--- config.mk ---
export PLATFORM = sky130hd
export DESIGN_NAME = max_heap_priority_queue_unit_flat
export DESIGN_NICKNAME = d
export VERILOG_FILES = /design/src/hdl/mhpq_pkg.sv /design/src/hdl/mhpq_in_if.sv /design/src/hdl/mhpq_out_if.sv /design/src/hdl/max_heap_priority_queue_unit.sv /design/src/hdl/mhpq_dp.sv /design/src/hdl/mhpq_ctrl.sv /design/src/flat_wrapper.sv
export SDC_FILE = /design/constraint.sdc
export NUM_CORES = 2
export LEC_CHECK = 0
export BUFFER_PORTS_ARGS = -buffer_cell sky130_fd_sc_hd__clkbuf_2
export CORE_ASPECT_RATIO = 0.5
export CORE_MARGIN = 4
export CORE_UTILIZATION = 30
export CTS_BUF_LIST = sky130_fd_sc_hd__clkbuf_16
export DETAILED_ROUTE_END_ITERATION = 6
export SLEW_MARGIN = 20
export SYNTH_ARGS = -nofsm -noshare
export SYNTH_HDL_FRONTEND = slang
export SYNTH_HIERARCHICAL = 1
export SYNTH_SLANG_ARGS = --single-unit
--- constraint.sdc ---
create_clock -name clk -period 9.1 [get_ports clk]
set_input_delay 0.91 -clock clk [delete_from_list [all_inputs] [get_ports clk]]
set_output_delay 0.91 -clock clk [all_outputs]
set_load 0.1 [all_outputs]
--- src/hdl/mhpq_pkg.sv ---
// ----------------------------------------------------------------------------
// mhpq_pkg
// Shared types and constants for the max-heap priority queue: field widths,
// command and status codes, the stored entry, and the command/status bundles
// between the controller and the datapath.
// ----------------------------------------------------------------------------
`default_nettype none

package mhpq_pkg;

  localparam int KEY_W = 32;
  localparam int TAG_W = 16;
  localparam int OCC_W = 6;

  typedef enum logic {
    CMD_INSERT  = 1'b0,
    CMD_EXTRACT = 1'b1
  } cmd_t;

  typedef enum logic [1:0] {
    ST_INSERTED  = 2'd0,
    ST_EXTRACTED = 2'd1,
    ST_EMPTY     = 2'd2,
    ST_FULL      = 2'd3
  } status_t;

  typedef struct packed {
    logic [KEY_W-1:0] key;
    logic [TAG_W-1:0] tag;
  } entry_t;

  // read address selection
  typedef enum logic [1:0] {
    RD_UP = 2'd0,  // parent of pos
    RD_EX = 2'd1,  // root and last entry
    RD_DN = 2'd2   // both children of pos
  } rd_mode_t;

  // write data selection
  typedef enum logic [1:0] {
    WR_ENTRY = 2'd0,  // the entry being sifted
    WR_A     = 2'd1,  // read port A data
    WR_B     = 2'd2   // read port B data
  } wr_src_t;

  typedef enum logic [1:0] {
    POS_HOLD   = 2'd0,
    POS_PARENT = 2'd1,
    POS_LEFT   = 2'd2,
    POS_RIGHT  = 2'd3
  } pos_sel_t;

  typedef enum logic [2:0] {
    S_IDLE    = 3'd0,
    S_UP_READ = 3'd1,
    S_UP_CMP  = 3'd2,
    S_EX_READ = 3'd3,
    S_EX_LOAD = 3'd4,
    S_DN_READ = 3'd5,
    S_DN_CMP  = 3'd6,
    S_FINISH  = 3'd7
  } state_t;

  typedef struct packed {
    logic     capture;
    logic     rd_en;
    rd_mode_t rd_mode;
    logic     load_ext;
    logic     wr_en;
    wr_src_t  wr_src;
    pos_sel_t pos_sel;
    logic     load_out;
  } dp_cmd_t;

  typedef struct packed {
    logic full;
    logic empty;
    logic at_root;
    logic up_swap;
    logic dn_left;
    logic dn_right;
  } dp_stat_t;

endpackage

`default_nettype wire

--- src/hdl/mhpq_in_if.sv ---
// ----------------------------------------------------------------------------
// mhpq_in_if
// Request channel: one insert or extract command per transfer.
// ----------------------------------------------------------------------------
`default_nettype none

interface mhpq_in_if import mhpq_pkg::*; ();
  logic             valid;
  logic             ready;
  logic             command;
  logic [KEY_W-1:0] item_key;
  logic [TAG_W-1:0] item_tag;

  modport source (output valid, command, item_key, item_tag, input ready);
  modport sink   (input valid, command, item_key, item_tag, output ready);
endinterface

`default_nettype wire

--- src/hdl/mhpq_out_if.sv ---
// ----------------------------------------------------------------------------
// mhpq_out_if
// Response channel: one result per accepted command.
// ----------------------------------------------------------------------------
`default_nettype none

interface mhpq_out_if import mhpq_pkg::*; ();
  logic             valid;
  logic             ready;
  status_t          status;
  logic [KEY_W-1:0] out_key;
  logic [TAG_W-1:0] out_tag;
  logic [OCC_W-1:0] occupancy;

  modport source (output valid, status, out_key, out_tag, occupancy, input ready);
  modport sink   (input valid, status, out_key, out_tag, occupancy, output ready);
endinterface

`default_nettype wire

--- src/hdl/max_heap_priority_queue_unit.sv ---
// ----------------------------------------------------------------------------
// max_heap_priority_queue_unit
// Binary max-heap priority queue of CAPACITY key/tag entries.
// ----------------------------------------------------------------------------
// One command at a time. An insert places the new entry in the first free slot
// and climbs: each level reads the parent, then either pulls it down and moves
// up or writes the entry. An extract reads the root and the last entry,
// returns the root and, unless the heap is now empty, sifts the last entry
// down from the root, each level reading both children and then writing
// the larger child up or the entry. Refused commands (extract on empty,
// insert on full) go straight to the result. A result waits while the
// previous one is stalled. The entry memory has one write port and registered
// reads, so each tree level costs a read state and a compare/write state.
// The result register lets a new command transfer while the previous result
// waits. Memory contents are not cleared at reset; child reads past the
// count are masked out of the sift-down compares.
// ----------------------------------------------------------------------------
`default_nettype none

module max_heap_priority_queue_unit import mhpq_pkg::*; #(
  parameter int CAPACITY = 32
) (
  input  wire logic  clk,
  input  wire logic  rst,
  mhpq_in_if.sink    req,
  mhpq_out_if.source rsp
);

  dp_cmd_t  cmd;
  dp_stat_t stat;

  mhpq_ctrl u_ctrl (
    .clk        (clk),
    .rst        (rst),
    .in_valid   (req.valid),
    .in_command (req.command),
    .out_ready  (rsp.ready),
    .stat       (stat),
    .in_ready   (req.ready),
    .out_valid  (rsp.valid),
    .cmd        (cmd)
  );

  mhpq_dp #(
    .CAPACITY (CAPACITY)
  ) u_dp (
    .clk       (clk),
    .rst       (rst),
    .cmd       (cmd),
    .command   (req.command),
    .item_key  (req.item_key),
    .item_tag  (req.item_tag),
    .stat      (stat),
    .status    (rsp.status),
    .out_key   (rsp.out_key),
    .out_tag   (rsp.out_tag),
    .occupancy (rsp.occupancy)
  );

endmodule

`default_nettype wire

--- src/hdl/mhpq_dp.sv ---
// ----------------------------------------------------------------------------
// mhpq_dp
// Heap datapath: entry memory with one write and two registered read ports,
// the sifting entry, position and count registers, comparators, and the
// result register.
// ----------------------------------------------------------------------------
`default_nettype none

module mhpq_dp import mhpq_pkg::*; #(
  parameter int CAPACITY = 32
) (
  input  wire logic             clk,
  input  wire logic             rst,
  input  wire dp_cmd_t          cmd,
  input  wire logic             command,
  input  wire logic [KEY_W-1:0] item_key,
  input  wire logic [TAG_W-1:0] item_tag,
  output dp_stat_t              stat,
  output status_t               status,
  output logic      [KEY_W-1:0] out_key,
  output logic      [TAG_W-1:0] out_tag,
  output logic      [OCC_W-1:0] occupancy
);

  localparam int AW = $clog2(CAPACITY);
  localparam int CW = $clog2(CAPACITY + 1);
  localparam int IW = AW + 2;

  entry_t mem [CAPACITY];

  logic [CW-1:0] count;
  logic [AW-1:0] pos;
  entry_t        ent;
  entry_t        top;
  status_t       op_status;
  entry_t        rd_a;
  entry_t        rd_b;

  logic [AW-1:0]    pos_parent;
  logic [IW-1:0]    left_idx;
  logic [IW-1:0]    right_idx;
  logic [IW-1:0]    count_ext;
  logic [AW-1:0]    addr_a;
  logic [AW-1:0]    addr_b;
  logic [KEY_W-1:0] best_key;
  entry_t           wr_data;

  assign pos_parent = (pos - AW'(1)) >> 1;
  assign left_idx   = {1'b0, pos, 1'b1};
  assign right_idx  = left_idx + IW'(1);
  assign count_ext  = IW'(count);

  assign stat.full     = (count == CW'(CAPACITY));
  assign stat.empty    = (count == '0);
  assign stat.at_root  = (pos == '0);
  assign stat.up_swap  = (rd_a.key < ent.key);
  assign stat.dn_left  = (left_idx < count_ext) && (rd_a.key > ent.key);
  assign best_key      = stat.dn_left ? rd_a.key : ent.key;
  assign stat.dn_right = (right_idx < count_ext) && (rd_b.key > best_key);

  always_comb begin
    unique case (cmd.rd_mode)
      RD_UP: begin
        addr_a = pos_parent;
        addr_b = pos_parent;
      end
      RD_EX: begin
        addr_a = '0;
        addr_b = count[AW-1:0];
      end
      RD_DN: begin
        addr_a = left_idx[AW-1:0];
        addr_b = right_idx[AW-1:0];
      end
      default: begin
        addr_a = '0;
        addr_b = '0;
      end
    endcase
  end

  always_comb begin
    unique case (cmd.wr_src)
      WR_A:    wr_data = rd_a;
      WR_B:    wr_data = rd_b;
      default: wr_data = ent;
    endcase
  end

  always_ff @(posedge clk) begin
    if (cmd.wr_en) begin
      mem[pos] <= wr_data;
    end
    if (cmd.rd_en) begin
      rd_a <= mem[addr_a];
      rd_b <= mem[addr_b];
    end
  end

  always_ff @(posedge clk) begin
    if (rst) begin
      count <= '0;
    end else if (cmd.capture) begin
      if (command == CMD_INSERT) begin
        if (!stat.full) begin
          count <= count + CW'(1);
        end
      end else if (!stat.empty) begin
        count <= count - CW'(1);
      end
    end
  end

  always_ff @(posedge clk) begin
    if (cmd.capture) begin
      ent <= '{key: item_key, tag: item_tag};
      top <= '0;
      if (command == CMD_INSERT) begin
        op_status <= stat.full ? ST_FULL : ST_INSERTED;
        // new entry starts in the first free slot
        pos       <= count[AW-1:0];
      end else begin
        op_status <= stat.empty ? ST_EMPTY : ST_EXTRACTED;
      end
    end else if (cmd.load_ext) begin
      // return the root, sift the last entry down from the root
      top <= rd_a;
      ent <= rd_b;
      pos <= '0;
    end else begin
      case (cmd.pos_sel)
        POS_PARENT: pos <= pos_parent;
        POS_LEFT:   pos <= left_idx[AW-1:0];
        POS_RIGHT:  pos <= right_idx[AW-1:0];
        default:    pos <= pos;
      endcase
    end

    if (cmd.load_out) begin
      status    <= op_status;
      out_key   <= top.key;
      out_tag   <= top.tag;
      occupancy <= OCC_W'(count);
    end
  end

endmodule

`default_nettype wire

--- src/hdl/mhpq_ctrl.sv ---
// ----------------------------------------------------------------------------
// mhpq_ctrl
// Sequencer for insert (sift up) and extract (sift down), plus the output
// valid flag and the request ready.
// ----------------------------------------------------------------------------
`default_nettype none

module mhpq_ctrl import mhpq_pkg::*; (
  input  wire logic     clk,
  input  wire logic     rst,
  input  wire logic     in_valid,
  input  wire logic     in_command,
  input  wire logic     out_ready,
  input  wire dp_stat_t stat,
  output logic          in_ready,
  output logic          out_valid,
  output dp_cmd_t       cmd
);

  state_t state;
  state_t state_next;

  always_ff @(posedge clk) begin
    if (rst) begin
      state     <= S_IDLE;
      out_valid <= 1'b0;
    end else begin
      state <= state_next;
      if (cmd.load_out) begin
        out_valid <= 1'b1;
      end else if (out_ready) begin
        out_valid <= 1'b0;
      end
    end
  end

  always_comb begin
    state_next = state;
    cmd        = '0;
    in_ready   = 1'b0;

    unique case (state)
      S_IDLE: begin
        in_ready = 1'b1;
        if (in_valid) begin
          cmd.capture = 1'b1;
          if (in_command == CMD_EXTRACT) begin
            state_next = stat.empty ? S_FINISH : S_EX_READ;
          end else begin
            state_next = stat.full ? S_FINISH : S_UP_READ;
          end
        end
      end

      S_UP_READ: begin
        if (stat.at_root) begin
          cmd.wr_en  = 1'b1;
          cmd.wr_src = WR_ENTRY;
          state_next = S_FINISH;
        end else begin
          cmd.rd_en   = 1'b1;
          cmd.rd_mode = RD_UP;
          state_next  = S_UP_CMP;
        end
      end

      S_UP_CMP: begin
        cmd.wr_en = 1'b1;
        if (stat.up_swap) begin
          // pull the parent down, climb one level
          cmd.wr_src  = WR_A;
          cmd.pos_sel = POS_PARENT;
          state_next  = S_UP_READ;
        end else begin
          cmd.wr_src = WR_ENTRY;
          state_next = S_FINISH;
        end
      end

      S_EX_READ: begin
        cmd.rd_en   = 1'b1;
        cmd.rd_mode = RD_EX;
        state_next  = S_EX_LOAD;
      end

      S_EX_LOAD: begin
        cmd.load_ext = 1'b1;
        state_next   = stat.empty ? S_FINISH : S_DN_READ;
      end

      S_DN_READ: begin
        cmd.rd_en   = 1'b1;
        cmd.rd_mode = RD_DN;
        state_next  = S_DN_CMP;
      end

      S_DN_CMP: begin
        cmd.wr_en = 1'b1;
        if (stat.dn_right) begin
          cmd.wr_src  = WR_B;
          cmd.pos_sel = POS_RIGHT;
          state_next  = S_DN_READ;
        end else if (stat.dn_left) begin
          cmd.wr_src  = WR_A;
          cmd.pos_sel = POS_LEFT;
          state_next  = S_DN_READ;
        end else begin
          cmd.wr_src = WR_ENTRY;
          state_next = S_FINISH;
        end
      end

      S_FINISH: begin
        // hold until the output register is free
        if (!out_valid || out_ready) begin
          cmd.load_out = 1'b1;
          state_next   = S_IDLE;
        end
      end

      default: begin
        state_next = S_IDLE;
      end
    endcase
  end

endmodule

`default_nettype wire

--- src/flat_wrapper.sv ---
// flat-port wrapper written by rule: the top's interface ports become plain ports
module max_heap_priority_queue_unit_flat import mhpq_pkg::*;
#(
  parameter int CAPACITY = 32
)
  (clk, rst, req_valid, req_command, req_item_key, req_item_tag, req_ready, rsp_valid, rsp_status, rsp_out_key, rsp_out_tag, rsp_occupancy, rsp_ready);
  mhpq_in_if req_i ();
  mhpq_out_if rsp_i ();
  input  wire logic clk;
  input  wire logic rst;
  input wire logic [$bits(req_i.valid)-1:0] req_valid;
  input wire logic [$bits(req_i.command)-1:0] req_command;
  input wire logic [$bits(req_i.item_key)-1:0] req_item_key;
  input wire logic [$bits(req_i.item_tag)-1:0] req_item_tag;
  output wire logic [$bits(req_i.ready)-1:0] req_ready;
  output wire logic [$bits(rsp_i.valid)-1:0] rsp_valid;
  output wire logic [$bits(rsp_i.status)-1:0] rsp_status;
  output wire logic [$bits(rsp_i.out_key)-1:0] rsp_out_key;
  output wire logic [$bits(rsp_i.out_tag)-1:0] rsp_out_tag;
  output wire logic [$bits(rsp_i.occupancy)-1:0] rsp_occupancy;
  input wire logic [$bits(rsp_i.ready)-1:0] rsp_ready;
  assign req_i.valid = req_valid;
  assign req_i.command = req_command;
  assign req_i.item_key = req_item_key;
  assign req_i.item_tag = req_item_tag;
  assign req_ready = req_i.ready;
  assign rsp_valid = rsp_i.valid;
  assign rsp_status = rsp_i.status;
  assign rsp_out_key = rsp_i.out_key;
  assign rsp_out_tag = rsp_i.out_tag;
  assign rsp_occupancy = rsp_i.occupancy;
  assign rsp_i.ready = rsp_ready;
  max_heap_priority_queue_unit #(.CAPACITY(CAPACITY)) u_core (.clk(clk), .rst(rst), .req(req_i), .rsp(rsp_i));
endmodule
==> metrics.md <==
| Metric | Value |
|---|---|
| Reg2reg setup slack | `500 ps` |
| Setup Skew | `102 ps` |
| IO Count | `111` |
| Port Buffers | `110` |
| Cts repair resizes | `0` |
| Hold Slack | `361 ps` |
| CP required | `9760 ps` |
| Hold crit path type | `in2reg` |
| Seq/Total Area, Yosys | `60.9%` |
| Max clock buf depth | `4` |
| Initial antenna violation count | `6` |
| Unrepaired setup endpoints after global routing | `false` |
| Period utilization | `94.5%` |
| Largest net degree at the start of global routing | `181` |
| Post-CTS Setup Inserts | `0` |
| Slew margin rel. | `19.0%` |
| Launch point of the worst reg-to-reg path | `u_core/u_dp/rd_a[35]` |
| Arrival time at the worst endpoint | `9260 ps` |
| WHS Endpoint | `u_core/u_dp/ent[21]` |
| Vias in the first global route | `64,300` |
| Area delta synth->final | `12.5%` |
| Status | `complete, but fails checks` |
| Hold_buf cts | `0` |
| Final setup TNS | `0 ps` |
| Clock latency on the worst-skew pair | `870 ps` |
| Fin util | `33.9%` |
| Layout cells sized above 1 | `9.63%` |
| Synth Register Bits | `1,801` |
| Avg WL per Cell | `27.2 um` |
| Final hold violation count | `0` |
| DP HPWL | `170,000 um` |
| # setup viols final | `0` |
| Syn. warnings | `6` |
| Reg clk slew, reported paths | `60 ps` |
| Crit path capture type | `flop` |
| Core box area | `291,000 sq um` |
| Syn nets | `8,386` |
| Yosys cell types | `65` |
| Post-Syn Instances | `8,247` |
| Slew @ Worst Pin | `1220 ps` |
| Violated checks | `design-rule violations` |
| Drt total wl | `330,000 um` |
| Die ar. | `302,000 sq um` |
| Crit path max fanout | `53` |
| DRT antenna net count | `0` |
| Via count | `69,600` |
| FFs w/ async S/R, synth | `0%` |
| Post-synth EDFFs | `1,743` |
| Nets | `8,248` |
| # H-tree levels | `4` |
| Post-Syn Area per Cell | `10.6 sq um` |
| CP Launch Type | `flop` |
| First-pass GRT wire length | `466,000 um` |
| GRT Util Overall | `20.9%` |
| Minimum clock period | `8600 ps` |
| Most used flip-flop cell after synthesis | `edfxtp_1` |
| Gpl congestion | `0.861` |
| DR pass1 iterations | `7` |
| Clock buffer count from CTS | `187` |
| Fin. max-slew vios | `0` |
| RR Endpoint | `u_core/u_dp/mem[23][6]` |
| Starting Density | `30.2%` |
| # DRC | `2` |
| Hold depth | `2` |
| Worst r2r path cells | `25` |
| Fmax | `0.116 GHz` |
| Grt ovf | `0` |
| Iteration-0 DRC Markers | `10,600` |
| # rows | `140` |
| Synth area leader | `edfxtp_1` |
| Die X | `773 um` |
| CTS root buffer | `clkbuf_16` |
| CTS tree | `yes` |
| Area share of the largest cell type after synthesis | `59.6%` |
| Crit Path Category | `reg2reg` |
| Die Span Y | `391 um` |
| Max cap viols | `0` |
| Synthesized area | `87,800 sq um` |
| Sink Count | `1,801` |
| Worst hold start | `req_item_key[5]` |
| Top area cells in the synthesized netlist | `edfxtp_1 60%, nand2_1 11%, nand3_1 6.7%` |
| Drt via density | `5.72` |
how the worst max path moves through the flow:
stage / startpoint / end / slack [ps] / depth (start not counted)
2_1_floorplan: u_core/u_dp/pos[1] / u_core/u_dp/mem[0][10] / 2260 / 24
3_3_place_gp: u_core/u_dp/pos[2] / u_core/u_dp/mem[19][32] / 830 / 22
3_5_place_dp: u_core/u_dp/pos[2] / u_core/u_dp/mem[5][36] / 790 / 22
4_1_cts: u_core/u_dp/rd_a[22] / u_core/u_dp/mem[31][28] / 700 / 23
5_1_grt: u_core/u_dp/ent[22] / u_core/u_dp/mem[5][20] / 390 / 26
6_report: u_core/u_dp/rd_a[35] / u_core/u_dp/mem[23][6] / 500 / 25
cell usage after synthesis (5+ instances only):
master and number:
nand2b_1 7, o211ai_1 5, a211oi_1 53, or4_1 48, a221oi_1 80, a311oi_1 48, nand2_1 2553, o21a_1 11
a31oi_1 98, or3_1 49, nand3_1 1176, edfxtp_1 1743, buf_1 63, and3_1 101, mux2_2 97, dfxtp_1 58
nand4_1 11, a2111oi_2 44, xnor2_1 9, mux2i_1 515, a22oi_1 17, a21oi_1 442, nor2b_1 10, a32o_1 48
inv_1 57, nor2_1 115, ha_1 85, o21ai_0 42, a21o_1 23, nor3_1 16, buf_2 192, clkbuf_1 368
kinds of logic (layout without fill, tap and decap cells):
family,Yosys count,after routing,share of synthesized area [%]
buf+inv,688,693,3.26
mux,612,612,7.12
compound gates,939,939,7.24
xor+xnor,13,13,0.138
simple gates,4108,4108,20.1
other cells,0,4,0
fa+ha+maj,86,86,1.23
flops,1801,1801,60.9
state kept, by name (all words and copies together), names as in the netlist:
| register | cells |
|---|---|
| u_core/u_dp/op_status | 2 |
| u_core/u_dp/count | 6 |
| u_core/u_dp/pos | 5 |
| u_core/u_ctrl/state | 3 |
| u_core/u_dp/rd_b | 48 |
| u_core/u_dp/out_tag | 16 |
| u_core/u_ctrl/out_valid | 1 |
| u_core/u_dp/top | 48 |
| u_core/u_dp/ent | 48 |
| u_core/u_dp/out_key | 32 |
| u_core/u_dp/rd_a | 48 |
| u_core/u_dp/occupancy | 6 |
| u_core/u_dp/status | 2 |
| u_core/u_dp/mem | 1536 |
per-layer routing:
layer | share of wire (%) | global-route usage [%] | vias up
li1 | - | - | 29600
met1 | 39 | 28.4 | 34000
met2 | 44 | 32.4 | 5075
met3 | 12 | 4.27 | 855
met4 | 4.6 | 8.87 | 0
met5 | 0 | 0 | -
cell type report:
cell class / count / area (sq um)
timing repair buffer: 303 / 2340
clock inverter: 144 / 945
antenna: 4 / 10.0
multi-input combinational: 5758 / 32200
fill: 28600 / 192000
tap: 3905 / 4890
inverter: 58 / 219
sequential: 1801 / 53500
clock buffer: 188 / 4700
placed cells by master (no fill, tap or decap), drive strengths merged, types with 49 or more instances in the layout:
cell	count
nand2	2553
edfxtp	1743
nand3	1176
mux2i	515
a21oi	442
clkbuf	298
buf	193
nor2	115
inv	102
and3	101
a31oi	98
mux2	97
ha	85
clkinv	84
a221oi	81
dfxtp	58
a211oi	53
or3	49
a2111oi	49
critical path, stage by stage, from the launching register on:
cell       delay [ps]
edfxtp_1          450
ha_1              340
nand2_1            70
o21ai_0           260
a31oi_1           220
o41ai_1           830
nand3_1           250
o31ai_4           130
buf_4             400
mux2i_1           270
ha_1              270
nor2b_1           140
o21a_1            160
o21a_1            190
o21ai_0           190
o2111ai_1         520
a221oi_1          680
nor2_1            190
nand3b_1          200
a21oi_1           320
inv_1             130
ha_4              980
buf_12            290
nand2_1            80
o21ai_1           410
buf_4             360
stage by stage:
step,setup WS (ps),cell area [sq um],cells
6_report,498,98800,12200
5_1_grt,392,98800,12200
4_1_cts,699,98700,12200
3_5_place_dp,787,93000,11800
3_3_place_gp,832,93000,11800
2_1_floorplan,2260,87800,8247
Power is not shown: default switching activity piles up to over one toggle a cycle in this logic, so the estimate is an artifact.
